--- src/design/tcce_pkg.sv ---
// Shared types and constants for the text console character engine.
// No dependencies; every other design file but tcce_ram imports this package.
package tcce_pkg;

  localparam logic [7:0] RESET_COLOR = 8'h07;
  localparam logic [7:0] BLANK_CHAR  = 8'h20;
  localparam logic [15:0] RESET_CELL = {RESET_COLOR, BLANK_CHAR};

  localparam logic [7:0] CH_BELL      = 8'd7;
  localparam logic [7:0] CH_BACKSPACE = 8'd8;
  localparam logic [7:0] CH_TAB       = 8'd9;
  localparam logic [7:0] CH_NEWLINE   = 8'd10;
  localparam logic [7:0] CH_RETURN    = 8'd13;

  localparam logic FUNC_PUT  = 1'b0;
  localparam logic FUNC_READ = 1'b1;

  localparam int QUEUE_DEPTH = 2;

  typedef enum logic [2:0] {
    OP_READ,
    OP_BELL,
    OP_BACKSPACE,
    OP_NEWLINE,
    OP_RETURN,
    OP_TAB,
    OP_PRINT
  } op_kind_t;

  typedef struct packed {
    op_kind_t    kind;
    logic [7:0]  char_code;
    logic [10:0] cell_index;
  } op_t;

  typedef enum logic [2:0] {
    BK_CLEAR,
    BK_IDLE,
    BK_READ,
    BK_COPY,
    BK_BLANK
  } back_state_t;

  typedef struct packed {
    logic clearing;
    logic scrolling;
  } back_status_t;

endpackage

--- src/design/tcce_fifo.sv ---
// Short operation queue between the front decoder and the back executor.
// Depends on tcce_pkg for the operation type and queue depth.
module tcce_fifo (
  input  logic          clk,
  input  logic          rst,
  input  logic          push,
  input  tcce_pkg::op_t push_op,
  input  logic          pop,
  output tcce_pkg::op_t pop_op,
  output logic          full,
  output logic          empty
);
  import tcce_pkg::*;

  localparam int QW = (QUEUE_DEPTH > 1) ? $clog2(QUEUE_DEPTH) : 1;

  op_t          entries [QUEUE_DEPTH];
  logic [QW-1:0] wr_ptr;
  logic [QW-1:0] rd_ptr;
  logic [QW:0]   count;

  assign full   = (count == (QW+1)'(QUEUE_DEPTH));
  assign empty  = (count == '0);
  assign pop_op = entries[rd_ptr];

  always_ff @(posedge clk) begin
    if (rst) begin
      wr_ptr <= '0;
      rd_ptr <= '0;
      count  <= '0;
    end else begin
      if (push) begin
        wr_ptr <= (wr_ptr == QW'(QUEUE_DEPTH-1)) ? '0 : wr_ptr + 1'b1;
      end
      if (pop) begin
        rd_ptr <= (rd_ptr == QW'(QUEUE_DEPTH-1)) ? '0 : rd_ptr + 1'b1;
      end
      if (push && !pop) begin
        count <= count + 1'b1;
      end else if (pop && !push) begin
        count <= count - 1'b1;
      end
    end
  end

  always_ff @(posedge clk) begin
    if (push) begin
      entries[wr_ptr] <= push_op;
    end
  end

endmodule

--- config.mk ---
export PLATFORM = sky130hd
export DESIGN_NAME = tcce_fifo
export DESIGN_NICKNAME = d
export VERILOG_FILES = /design/src/design/tcce_pkg.sv /design/src/design/tcce_fifo.sv
export SDC_FILE = /design/constraint.sdc
export NUM_CORES = 1
export LEC_CHECK = 0
export ABC_AREA = 0
export BUFFER_PORTS_ARGS = -buffer_cell sky130_fd_sc_hd__buf_4
export CELL_PAD_IN_SITES_DETAIL_PLACEMENT = 1
export CELL_PAD_IN_SITES_GLOBAL_PLACEMENT = 2
export CORE_ASPECT_RATIO = 1.5
export CORE_UTILIZATION = 35
export CTS_CLUSTER_SIZE = 40
export DETAILED_ROUTE_END_ITERATION = 16
export PLACE_DENSITY_LB_ADDON = 0.1
export SETUP_SLACK_MARGIN = 0.4
export SYNTH_ARGS = -nofsm -noshare
export SYNTH_HDL_FRONTEND = slang
export SYNTH_SLANG_ARGS = --single-unit
--- constraint.sdc ---
create_clock -name clk -period 2.42 [get_ports clk]
set_input_delay 0.484 -clock clk [delete_from_list [all_inputs] [get_ports clk]]
set_output_delay 0.484 -clock clk [all_outputs]
set_load 0.02 [all_outputs]
### Word level (Yosys, flattened, before mapping)

Memory sizes are Yosys's and may differ from the RTL's. A register that Yosys moved wholly into a read port is not among the register bits.
Index checks and enable logic that the tools add are counted.

* register bits after elaboration: 4
* RAM bits: 44
* input bits: 26
* logic and storage cells: 23
* memories: 1

Memories
* entries: depth 2, bits a word 22, rd ports 1, clocked after Yosys merged registers in 1, write ports 1, RTL line tcce_fifo.sv:17 `op_t entries [QUEUE_DEPTH];`

* add/subtract/negate cells: 4
* equality and inequality tests: 1
* muxes and demuxes: 8
* reduce and logical (&&, ||, !) cells: 6

Operators by type and width (number)
* $mux 1: 6
* $mux 2: 2
* $add 1x1->1 const B: 2
* $add 2x1->2 const B: 1
* $eq 2x2->1 const B: 1
* $logic_and 1x1->1: 2
* $logic_not 1->1: 2
* $logic_not 2->1: 1
* $reduce_bool 2->1: 1
* $sub 2x1->2 const B: 1

### Longest topological paths before layout

* depth after elaboration: 4
* depth in mapped cells: 5

### Worst setup path after synthesis

Ideal clock, no wire load.

* kind: input to register
* start point: input push
* end point: memory entries[0][0] (netlist name), enable pin
* library setup time: 0.403 ns
* arrival: 1.504 ns
* data required time: 2.017 ns
* path slack: 0.512 ns
* cell stages on the path: 1
* buffers on the path: 0
* path through: nor2b_1

* word-level cells in the longest chain between the ends: 2

Ends and longest elaborated chain
* start, declared: RTL line tcce_fifo.sv:6 `input logic push,`
* $mux 1: RTL line tcce_fifo.sv:47 `if (push) begin`
* $mux 1 (not written as such): RTL line tcce_fifo.sv:48 `entries[wr_ptr] <= push_op;`
* end, declared: RTL line tcce_fifo.sv:17

Every way passes these cells.

==> impl_metrics.py <==
metrics = {
    "placement": {
        "io_buffers": 49,
        "placed_area_sq_mm": 0.00226,
        "dp_hpwl_microns": 2140,
        "place_congestion": 0.632,
    },
    "cts": {
        "cts_tree": "done",
        "hold_buffers": 0,
        "cts_htree_levels": 2,
        "cts_setup_buffers": 0,
        "clk-insertion-delay-late_ns": 0.29,
        "clkSlewWorstSetupHoldPaths_ns": 0.09,
        "cts_resized": 3,
        "clockBufferDepth": 2,
        "numCtsBuffers": 5,
        "clock_tree.root_cell": "clkbuf_8",
        "clock_sinks": 49,
    },
    "global_route": {
        "grt_max_degree": 23,
        "grt_usage_pct": 12.7,
        "antenna_found_initial": 0,
        "grt_pass1_wl_microns": 4780,
        "grt_pass1_vias": 1065,
        "grt-ovfl-total": 0,
    },
    "logic_synthesis": {
        "synth_area_leaders": "edfxtp_1 74%, mux2_2 14%, dfxtp_1 5.6%",
        "yosysMostFrequentCell": "edfxtp_1",
        "yosysSeqAreaShare_pct": 79.6,
        "ys_ff_latch": 49,
        "synthCells": 90,
        "synthArstFlopShare_pct": 0,
        "synth.distinct_cells": 15,
        "synth_area_sq_mm": 0.00179,
        "synth_top_area_cell": "edfxtp_1",
        "synth-edff-count": 44,
        "ys.flop_type": "edfxtp_1",
        "syn_nets": 117,
        "yosys_warnings": 0,
        "synth.avg_cell_area_sq_um": 19.9,
        "netlist.area_leader.share_pct": 73.9,
        "netlist_top_cells_count": "44 x edfxtp_1, 22 x mux2_2, 5 x dfxtp_1, 5 x nor2_1",
    },
    "hold_path": {
        "hp-class": "input pin to register",
        "worstHoldStart": "push_op[10]",
        "hold_end": "entries[1][10]",
        "whs_path_depth": 1,
    },
    "critical_path": {
        "worstPathArrival_ns": 1.42,
        "r2r-start": "wr_ptr",
        "r2r_cells": 2,
        "path_delay_family": "flip-flops",
        "worst_setup_path_start_kind": "register",
        "cp_cell_sequence": "buf_8 -> mux2_2 -> buf_4",
        "cp.buffers_inverters": 2,
        "slowest_delay_ns": 0.40,
        "cpMaxStageDelayCell": "dfxtp_2",
        "r2r_setup_slack_ns": 1.35,
        "path_max_fanout": 18,
        "worstPathRequired_ns": 1.94,
        "crit_path_end_kind": "output port",
        "r2r-end": "entries[0][13]",
        "critPathKind": "register to output port",
    },
    "routing": {
        "post_drt_wl_per_cell_microns": 14.3,
        "drcViolationCount": 0,
        "ant_nets": 0,
        "first_iter_violations": 17,
        "wirelength_microns": 3080,
        "viasPerCell": 4.49,
        "num_vias": 965,
        "dr.pass1.iters": 2,
    },
    "sta": {
        "tightestPinTransition_ns": 0.307,
        "post-route-min-period_ns": 1.90,
        "maxSlewViolCount": 0,
        "rsz0062_at_grt": "no",
        "max_freq_mhz": 526,
        "slew_headroom_pct": 79.5,
        "hold_violations": 0,
        "fin_tns_setup_ns": 0,
        "fin_crit_sh_pct": 78.5,
        "setup_violations": 0,
        "skew_ns": 0.00641,
    },
    "final_layout": {
        "n_antenna_cell": 0,
        "nFillCells": 483,
        "final_net_count": 175,
        "fin_area_sq_mm": 0.00238,
        "drive_above_1_share_pct": 57.0,
        "areaGrowthSynthToFinish_pct": 33.5,
    },
    "power": {
        "p_leak_uw": 0.000908,
        "ir_worst_vdd_mv": 0.448,
        "power.density_mw_per_mm2": 787,
    },
    "floorplanning": {
        "die_w_microns": 60.3,
        "initial_core_util_pct": 36.9,
        "die_y_microns": 89.5,
        "ioPinCount": 50,
        "core_area_sq_mm": 0.00485,
        "row_count": 31,
        "die-area_sq_mm": 0.00540,
    },
    "outcome": {
        "status": "finished clean",
    },
    "job": {
        "maxCapViolations": 0,
    },
}
metal layers:
| layer | vias up | global-route usage (%) | wire length (microns) |
|---|---|---|---|
| li1 | 454 | - | - |
| met1 | 473 | 12.4 | 1110 |
| met2 | 32 | 23.4 | 1720 |
| met3 | 6 | 3.91 | 179 |
| met4 | 0 | 6.34 | 64 |
| met5 | - | 0 | 0 |
where the power goes:
group	internal [uW]	switching, uW
logic	145	146
registers	982	19.7
clock network	337	248
total	1460	414
layout by cell type (no fill, tap or decap), types with 2 or more instances in the layout:
cell type  count
xor2_1         2
clkbuf_8       6
nor2_1         5
xnor2_1        2
buf_4         52
edfxtp_1      44
dfxtp_1        4
mux2_2        22
cell type report:
| type | count | area (sq um) | share of cell area (%) |
|---|---|---|---|
| Sequential cell | 49 | 1420 | 59.7 |
| Timing Repair Buffer | 53 | 405 | 17.0 |
| Multi-Input combinational cell | 38 | 354 | 14.8 |
| Clock buffer | 7 | 86.3 | 3.62 |
| Tap cell | 66 | 82.6 | 3.46 |
| Clock inverter | 1 | 30.0 | 1.26 |
| Inverter | 1 | 3.75 | 0.157 |
through the flow:
step | hold slack (ns) | cells | power (uW) | setup slack (ns) | utilization, %
floorplan | 0.461 | 90 | 1180 | 0.512 | -
global route | 0.353 | 215 | 1960 | 0.452 | 49.2
global placement | 0.484 | 207 | 1310 | 0.684 | 46.6
finish | 0.367 | 215 | 1880 | 0.520 | 49.2
detailed placement | 0.505 | 207 | 1320 | 0.653 | 46.6
CTS | 0.357 | 215 | 1910 | 0.487 | 49.2
worst reg2reg max path: stages, from the launching register on:
cell and delay (ns):
dfxtp_1 0.34, nor2b_2 0.10, buf_4 0.30
flip-flops by register name (all words and copies together) (netlist names), named ones only:
signal,flops
entries,44
rd_ptr,1
count,2
wr_ptr,1
cells by family (layout without fill, tap and decap cells):
logic type,after synthesis,in the layout,synth area share (%)
flip-flops,49,49,79.6
multiplexers,22,22,13.9
AND/OR/NAND/NOR,9,9,2.59
XOR/XNOR,4,4,1.96
buffers and inverters,3,62,0.770
AO/OA/AOI/OAI,2,2,0.560
adder cells (fa/ha/maj),1,1,0.700
worst max path at each step:
stage / end / slack, ns / cells past startpoint / startpoint
2_1_floorplan: entries[0][0] / 0.51 / 1 / push
3_3_place_gp: pop_op[6] / 0.68 / 3 / register
3_5_place_dp: pop_op[12] / 0.65 / 3 / register
4_1_cts: pop_op[12] / 0.49 / 3 / register
5_1_grt: pop_op[12] / 0.45 / 3 / register
6_report: pop_op[12] / 0.52 / 3 / register
Power figures use the tool's default switching activity.
