### config.mk
export PLATFORM = sky130hd
export DESIGN_NAME = tcce_front
export DESIGN_NICKNAME = d
export VERILOG_FILES = /design/src/design/tcce_pkg.sv /design/src/design/tcce_front.sv
export SDC_FILE = /design/constraint.sdc
export NUM_CORES = 1
export LEC_CHECK = 0
export ABC_AREA = 1
export BUFFER_PORTS_ARGS = -buffer_cell sky130_fd_sc_hd__buf_2
export CAP_MARGIN = 40
export CORE_AREA = 2 2 39 41
export DETAILED_ROUTE_END_ITERATION = 6
export DIE_AREA = 0 0 41 43
export PLACE_DENSITY = 0.68
export SETUP_SLACK_MARGIN = 0.3
export SYNTH_ARGS = -nofsm -noshare
export SYNTH_HDL_FRONTEND = slang
export SYNTH_SLANG_ARGS = --single-unit
### constraint.sdc
create_clock -name vclk -period 1.08
set_input_delay 0.162 -clock vclk [all_inputs]
set_output_delay 0.162 -clock vclk [all_outputs]
set_load 0.01 [all_outputs]
### src/design/tcce_pkg.sv
// Shared types and constants for the text console character engine.
// No dependencies; every other design file but tcce_ram imports this package.
package tcce_pkg;

  localparam logic [7:0] RESET_COLOR = 8'h07;
  localparam logic [7:0] BLANK_CHAR  = 8'h20;
  localparam logic [15:0] RESET_CELL = {RESET_COLOR, BLANK_CHAR};

  localparam logic [7:0] CH_BELL      = 8'd7;
  localparam logic [7:0] CH_BACKSPACE = 8'd8;
  localparam logic [7:0] CH_TAB       = 8'd9;
  localparam logic [7:0] CH_NEWLINE   = 8'd10;
  localparam logic [7:0] CH_RETURN    = 8'd13;

  localparam logic FUNC_PUT  = 1'b0;
  localparam logic FUNC_READ = 1'b1;

  localparam int QUEUE_DEPTH = 2;

  typedef enum logic [2:0] {
    OP_READ,
    OP_BELL,
    OP_BACKSPACE,
    OP_NEWLINE,
    OP_RETURN,
    OP_TAB,
    OP_PRINT
  } op_kind_t;

  typedef struct packed {
    op_kind_t    kind;
    logic [7:0]  char_code;
    logic [10:0] cell_index;
  } op_t;

  typedef enum logic [2:0] {
    BK_CLEAR,
    BK_IDLE,
    BK_READ,
    BK_COPY,
    BK_BLANK
  } back_state_t;

  typedef struct packed {
    logic clearing;
    logic scrolling;
  } back_status_t;

endpackage

### src/design/tcce_front.sv
// Input side: accepts items and sorts them into operation kinds for the queue.
// Depends on tcce_pkg for character codes, operation and status types.
module tcce_front (
  input  logic                   in_valid,
  output logic                   in_stall,
  input  logic                   func,
  input  logic [7:0]             char_code,
  input  logic [10:0]            cell_index,
  input  logic                   queue_full,
  input  tcce_pkg::back_status_t status,
  output logic                   push,
  output tcce_pkg::op_t          push_op
);
  import tcce_pkg::*;

  // hold off input while the queue is full or the screen is being cleared after reset
  assign in_stall = queue_full || status.clearing;
  assign push     = in_valid && !in_stall;

  always_comb begin
    push_op.char_code  = char_code;
    push_op.cell_index = cell_index;
    if (func == FUNC_READ) begin
      push_op.kind = OP_READ;
    end else begin
      unique case (char_code)
        CH_BELL:      push_op.kind = OP_BELL;
        CH_BACKSPACE: push_op.kind = OP_BACKSPACE;
        CH_TAB:       push_op.kind = OP_TAB;
        CH_NEWLINE:   push_op.kind = OP_NEWLINE;
        CH_RETURN:    push_op.kind = OP_RETURN;
        default:      push_op.kind = OP_PRINT;
      endcase
    end
  end

endmodule

Word-level counts from Yosys, hierarchy flattened

Cells that the tools add are included.

Bits in registers: 0
Bits in latches: 0
Bits in writable memories: 0
Memory bits (read-only): 0
Bits of input ports: 24
Output and inout bits: 24
Logic and storage cells: 10
Memories kept: 0

Add/sub/neg operators: 0
Multipliers: 0
Div/mod/pow operators: 0
Magnitude comparators: 0
Eq/ne operators: 5
Shift-type cells: 0
Muxes and demuxes: 2
Bitwise gates (word level): 0
Reduce and logical (&&, ||, !) cells: 3

Operators by type and width:

| cell                                                 | count |
|---|---|
| equality test 8 x 4 -> 1 bit (second input constant) | 4 |
| case mux 3 bit (5 select lines)                      | 1 |
| equality test 8 x 3 -> 1 bit (second input constant) | 1 |
| two-way mux 3 bit                                    | 1 |
| logical AND 1 bit                                    | 1 |
| zero test 1 bit                                      | 1 |
| logical OR 1 bit                                     | 1 |

Longest topological paths before layout

Gate-level depths: netlist of run 1.

Depth after elaboration: 3
Depth in mapped cells: 6
Gate-level depth less buffers: 6

Worst setup path before layout of run 1

No wires, ideal clock.

Kind: input -> output
Start point: input port char_code[7]
End point: output port push_op[21] (netlist bit)
Arrival time: 0.741 ns
Data required time: 0.918 ns
Slack: 0.177 ns
Stages on the path: 5
Buffers on the path: 0
Path through: nor2_1 > nand2_1 > clkinv_1 > nand2_2 > nor3b_1

RTL lines:

| element     | line             | RTL |
|---|---|---|
| from (decl) | tcce_front.sv:7  | `input logic [7:0] char_code,` |
| to (decl)   | tcce_front.sv:12 | `output tcce_pkg::op_t push_op` |

==> impl_metrics.ini, run 1 <==
[run_status]
status = completed

[timing]
drv_slew = 0
setup_viol = 0
fin_crit_ns = 1.04
fin_crit_sh_pct = 95.9
hold_violations = 0
tightest_slew_ns = 0.108
rsz0062_at_grt = true
clock.fmax_mhz = 966
timing.slew.headroom_pct = 92.8

[grt]
grt-ovfl-total = 0
grt_max_degree = 6
grt_pass1_wl_microns = 952
first_global_vias = 270
grt_use_total_pct = 7.19
antenna_found_initial = 0

[logic_synthesis]
avgSynthCellArea_sq_um = 5.74
synth_common_cells = buf_4 (19), nand2_1 (6), nor2_1 (6)
yosys_warnings = 0
ys_seq_area_share_pct = 0
synth_top_area_share_pct = 54.0
netlist_area_sq_um = 264
yosys-top-cells-area = buf_4 (54%), nand2_1 (8.5%), nor2_1 (8.5%)
yosysMostFrequentCell = buf_4
ys_types = 12
syn-instance-count = 46
yosys.area.top_type = buf_4
syn_nets = 70

[power]
p_sw_share_pct = 48.5
p_clk_share_pct = 0
power_density_nw_per_um2 = 329
total_leakage_power_uw = 0.000211
fin_total_pwr_uw = 128
power_frac_comb_pct = 100.0
peakVddDrop_mv = 0.0783
switchingPower_uw = 61.9
seq_power_share_pct = 0
internal-power_uw = 65.8

[cells_and_area]
areaGrowthSynthToFinish_pct = 46.9
finalCoreUtilization_pct = 28.0
stdcell_area_sq_um = 388
design.seq.count = 0
drive_gt1_share_pct = 81.1
nFillCells = 153
layout.nets = 79
ff_latch_area_sq_um = 0
multiInputGateArea_sq_um = 159
nClkBuffers = 0
antenna_cells = 0

[die]
io_pins = 48
start_util_pct = 19.1
coreArea_sq_um = 1380
die_y_microns = 43
num_rows = 14
die_w_microns = 41
die_area_sq_um = 1760

[placed_design]
post_dp_cell_area_sq_um = 303
gp_congestion = 0.704
portBuffers = 25
dp_hpwl_microns = 503

[worst_setup_path]
crit_slowest_cell = buf_2
critPathKind = in2out
critPathMaxFanout = 2
crit_chain = buf_6 > nor2_4 > nand2_2 > inv_4 > nand4_1 > a21oi_2 > buf_2
crit_arrival_ns = 0.87
cp-start-kind = input pin
critPathCaptureType = output port
crit_required_ns = 0.92
crit_path_max_incr_delay_ns = 0.13

[routing]
drtPass1Iterations = 2
drt_iter0_markers = 3
num_vias = 276
viasPerCell = 4.00
routedWlPerCell_microns = 9.26
drc = 0
wl_microns = 639
postRouteAntennaNets = 0

[min_path]
hold_depth = 0
holdPathEnd = push_op[7]
hp-class = in2out
hold_start = cell_index[7]

[run]
maxCapViolCount = 0
-- power groups by stage --
stage	clock, uW	sequential, uW	combinational (uW)
after floorplan	0	0	106
after global placement	0	0	97.6
after detailed placement	0	0	99.7
after CTS	0	0	123
after global routing	0	0	141
final	0	0	128
-- cell type report --
cell class,instances,share of cell area (%)
multi-input combinational,21,41.0
tap,16,5.16
inverter,6,6.45
timing repair buffer,26,47.4
-- cells by family (layout without fill, tap and decap cells) --
group / after synthesis / count (layout) / synth area share (%)
buffers and inverters: 25 / 32 / 62.6
AOI/OAI and AO/OA: 2 / 2 / 3.79
and+or+nand+nor: 19 / 19 / 33.7
-- cell usage in the layout, fill, tap and decap left out, drive strengths merged --
master and n:
nand4 2, nand3 1, nand2 7, nor3b 1, a21oi 2, nor2 7, inv 6, or2 1
buf 26
-- worst max-delay path: cells and delay by family --
kind	cells	cell delay [ns]
AOI/OAI and AO/OA	1	0.12
buffers and inverters	3	0.30
and+or+nand+nor	3	0.29
-- through the flow --
stage | instances | setup WS, ns | TNS [ns] | hold slack [ns]
3_3_place_gp | 68 | 0.00914 | 0 | 0.324
3_5_place_dp | 68 | -0.00487 | -0.00487 | 0.324
6_report | 69 | 0.0443 | 0 | 0.324
5_1_grt | 69 | -0.0176 | -0.0260 | 0.324
2_1_floorplan | 46 | 0.247 | 0 | 0.350
4_1_cts | 68 | 0.0432 | 0 | 0.324
-- per-layer routing --
metal / part of all wire [%] / track usage [%] / vias up
met5: 0 / 0 / -
met4: 0 / 0.667 / 0
met3: 13 / 1.57 / 0
met2: 58 / 15.3 / 23
met1: 29 / 6.01 / 118
li1: - / - / 135
-- worst max path at each step --
stage	from	to	slack [ns]	cells after the start
2_1_floorplan	char_code[5]	push_op[20]	0.25	5
3_3_place_gp	char_code[5]	push_op[20]	0.009	8
3_5_place_dp	char_code[5]	push_op[20]	-0.005	8
4_1_cts	char_code[4]	push_op[20]	0.04	7
5_1_grt	char_code[6]	push_op[19]	-0.02	7
6_report	char_code[6]	push_op[19]	0.04	7
-- repair_timing --
| item | 4_1_cts | 5_1_grt |
|---|---|---|
| setup endpoints to repair | 5 | 5 |
| hold buffers | 0 | 0 |
| gates resized for setup | 15 | 6 |
| buffers inserted | 0 | 1 |
| pin swaps | 4 | 8 |
Note: power is estimated with default switching activity, not from simulation.
==> inputs of run 2 (changes only) <==
ABC_AREA = unset   (was 1)
PLACE_DENSITY = 0.67   (was 0.68)
==> impl_metrics.ini, run 2 <==
[run_status]
status = finished with violations
failed_checks = setup timing

[routing]
routedWlPerCell_microns = 9.28
wl_met2_microns = 278
wl_met1_microns = 151
drc = 0
highest_layer = met4
drtPass1Iterations = 2
wl_microns = 529
met3_wirelength_microns = 96
postRouteAntennaNets = 0
num_vias = 221
viasPerCell = 3.88
drt_iter0_markers = 1

[timing]
rsz0062_at_grt = true
setup_slack_ns = -0.00700
clock.fmax_mhz = 920
fin_crit_sh_pct = 101
timing.slew.headroom_pct = 82.0
fin_crit_ns = 1.09
setup_viol = 1
hold_violations = 0
drv_slew = 0
tightest_slew_ns = 0.268

[worst_setup_path]
crit_path_max_incr_delay_ns = 0.32
crit_chain = buf_6 > nor4_4 > nand2b_1 > a21oi_2 > buf_2
critPathKind = in2out
crit_arrival_ns = 0.93
critPathMaxFanout = 3
crit_slowest_cell = nor4_4
critPathLaunch = char_code[6]
critPathCaptureType = output port
cp-start-kind = input pin
crit_required_ns = 0.92
cp_num_buf_inv = 2
crit_family = simple AND/OR/NAND/NOR gates

[logic_synthesis]
synthSimpleGateAreaFrac_pct = 31.2
synth_top_family_by_area = buffers and inverters
syn_nets = 59
yosysMostFrequentCell = buf_4
ys_types = 13
synth_common_cells = buf_4 (19), a21oi_1 (3), inv_1 (2), nand2b_1 (2)
yosys.area.top_type = buf_4
netlist_area_sq_um = 256
synth_compound_area_share_pct = 10.2
synthMuxAreaShare_pct = 0
yosys_warnings = 0
ys_seq_area_share_pct = 0
avgSynthCellArea_sq_um = 7.33
synth_top_area_share_pct = 55.6
synth-xor-area-share_pct = 0
synth_adder_area_share_pct = 0
syn-instance-count = 35
yosys-top-cells-area = buf_4 (56%), nor4_4 (8.3%), a21oi_1 (5.9%)

[cells_and_area]
nFillCells = 166
design.seq.count = 0
final_common_cell = buf_2
antenna_cells = 0
finalCoreUtilization_pct = 22.5
areaGrowthSynthToFinish_pct = 21.5
final_cells = 57
stdcell_area_sq_um = 312
multiInputGateArea_sq_um = 125
drive_gt1_share_pct = 75.6
nClkBuffers = 0
layout.nets = 67
ff_latch_area_sq_um = 0
final_cell_mix = buf_2 (19), buf_6 (5), inv_1 (2), a21oi_1 (2), nand2b_1 (2)

[die]
die_area_sq_um = 1760
coreArea_sq_um = 1380
start_util_pct = 18.5
io_pins = 48
num_rows = 14
die_y_microns = 43
die_w_microns = 41

[grt]
antenna_found_initial = 0
grt_max_degree = 7
first_global_vias = 180
grt_pass1_wl_microns = 634
grt_use_total_pct = 4.80
grt-ovfl-total = 0

[cts]
post_cts_buffers = 0

[placed_design]
gp_congestion = 0.430
post_dp_cell_area_sq_um = 270
dp_hpwl_microns = 460
portBuffers = 25
place_inst = 57

[power]
total_leakage_power_uw = 0.000152
power_density_nw_per_um2 = 341
peakVddDrop_mv = 0.0611

[min_path]
hold_start = cell_index[9]
hp-class = in2out

[run]
maxCapViolCount = 0
-- run 2: cell types whose count changed in the layout (fill, tap and decap cells not counted), moves of 3 or more --
| cell | delta |
|---|---|
| buf_2 | +4 |
| nand2_1 | -4 |
| buf_4 | -3 |
| inv_2 | -3 |
| nor2_4 | -3 |
-- run 2: through the flow --
stage	power [uW]	TNS [ns]	hold slack (ns)	setup slack, ns
6_report	106	-0.00700	0.324	-0.00700
5_1_grt	118	-0.0633	0.324	-0.0531
4_1_cts	108	-0.0107	0.324	-0.0107
3_5_place_dp	92.3	-0.0369	0.324	-0.0369
3_3_place_gp	90.1	-0.00927	0.324	-0.00927
2_1_floorplan	98.9	0	0.368	0.230
-- run 2: cell type report --
cell class | count | share of cell area, %
tap | 16 | 6.43
multi-input combinational | 14 | 40.2
timing repair buffer | 25 | 51.0
inverter | 2 | 2.41
-- run 2: cell families (layout without fill, tap and decap cells) --
group	after synthesis	after routing
compound gates	5	5
buf+inv	21	27
simple gates	9	9
-- run 2: metal layers --
layer / vias up / track usage (%)
met5: - / 0
met4: 0 / 1.33
met3: 2 / 1.05
met2: 17 / 10.6
met1: 92 / 3.16
li1: 110 / -
-- run 2: timing repair --
action                                  CTS  global route
resized for setup                         8             0
hold buffers                              0             0
pin swaps                                 3             1
gates cloned                              0             0
hold endpoints to repair                  0             0
endpoints found under the setup margin    5             5
-- run 2: final timing paths --
| check | to | depth (start not counted) |
|---|---|---|
| worst max-delay path | push_op[19] | 5 |
| worst min-delay path | push_op[9] | 0 |
-- run 2: report_power, final --
| part | internal, uW | leakage, uW | switching (uW) |
|---|---|---|---|
| clock network | 0 | 0 | 0 |
| registers | 0 | 0 | 0 |
| logic | 57.1 | 0.000152 | 49.2 |
==> inputs of run 3 (changes only) <==
ABC_AREA = 1   (was unset)
PLACE_DENSITY = 0.68   (was 0.67)
SETUP_SLACK_MARGIN = 0.02   (was 0.3)
==> impl_metrics.ini, run 3 (synthesized netlist as in run 1, its figures left out) <==
[worst_setup_path]
critPathKind = in2out
cp-start-kind = input pin
cp_num_buf_inv = 3
crit_family = buffers and inverters
crit_slowest_cell = a21oi_1
crit_required_ns = 0.92
critPathMaxFanout = 2
critPathCaptureType = output port
crit_arrival_ns = 0.86
crit_path_max_incr_delay_ns = 0.14
crit_chain = buf_6 > nor2_4 > nand2_2 > inv_2 > nand4_1 > a21oi_1 > buf_2

[min_path]
hp-class = in2out

[cells_and_area]
nClkBuffers = 0
antenna_cells = 0
ff_latch_area_sq_um = 0
layout.nets = 78
areaGrowthSynthToFinish_pct = 22.3
stdcell_area_sq_um = 323
design.seq.count = 0
finalCoreUtilization_pct = 23.3
final_cells = 68
final_cell_mix = buf_2 (21), nand2_1 (5), inv_1 (4), buf_6 (4), nor2_2 (3)
final_common_cell = buf_2
drive_gt1_share_pct = 71.2

[power]
power_density_nw_per_um2 = 330
total_leakage_power_uw = 0.000183
peakVddDrop_mv = 0.101

[run]
maxCapViolCount = 0

[placed_design]
dp_hpwl_microns = 447
place_ws_ns = -0.0187
gp_congestion = 0.654
portBuffers = 25
place_inst = 68
post_dp_cell_area_sq_um = 267

[die]
start_util_pct = 19.1
die_area_sq_um = 1760
die_w_microns = 41
io_pins = 48
num_rows = 14
die_y_microns = 43
coreArea_sq_um = 1380

[timing]
fin_crit_sh_pct = 94.6
hold_slack_ns = 0.324
setup_slack_ns = 0.0584
timing.slew.headroom_pct = 90.5
drv_slew = 0
hold_violations = 0
rsz0062_at_grt = true
clock.fmax_mhz = 979
fin_crit_ns = 1.02
tightest_slew_ns = 0.143
setup_viol = 0

[grt]
grt-ovfl-total = 0
grt_use_total_pct = 5.00
grt_pass1_wl_microns = 641
grt_max_degree = 6
first_global_vias = 184
antenna_found_initial = 0

[routing]
drc = 0
postRouteAntennaNets = 0
drt_iter0_markers = 1
num_vias = 266
routedWlPerCell_microns = 7.81
viasPerCell = 3.91
drtPass1Iterations = 3
wl_microns = 531

[cts]
post_cts_buffers = 0

[run_status]
status = completed
[run 3: cell count changes in the layout (fill, tap and decap cells not counted), sizes merged]
cell    change
nand3b      -1
nand3       +1
and4bb      -1
nand2b      -2
nor2        +6
nand2       +7
o21ai       -1
nand4       +2
nand4b      -1
nor4        -1
a21oi       -1
inv         +4
a31oi       -1
[run 3: layout make-up]
class | instances | area, sq um
repair buffers | 25 | 150
inverters | 6 | 22.5
multi-input cells | 21 | 130
fillers | 161 | 1060
well taps | 16 | 20.0
[run 3: where the power goes]
group	leakage [uW]	switching, uW	internal [uW]
clock network	0	0	0
logic	0.000183	53.5	53.1
registers	0	0	0
[run 3: per-stage QoR]
step | total power (uW) | TNS, ns
after floorplan | 98.2 | 0
after detailed placement | 87.4 | -0.0187
after global placement | 85.3 | -0.0185
after CTS | 90.0 | 0
final | 107 | 0
after global routing | 117 | -0.0262
[run 3: repair_timing]
item	CTS	global route
cloned	0	0
endpoints found under the setup margin	2	3
gates resized for setup	3	16
hold buffers	0	0
pin swaps	3	5
[run 3: final timing paths]
kind	to	cells past startpoint	startpoint	slack, ns
hold / removal	push_op[9]	0	cell_index[9]	0.32
setup / recovery	push_op[19]	7	char_code[7]	0.06
[run 3: layer usage]
metal	wire length [microns]	track usage (%)	share of wire, %
met5	0	0	0
met4	0	1.33	0
met3	56	0.524	11
met2	314	10.3	59
met1	159	4.43	30
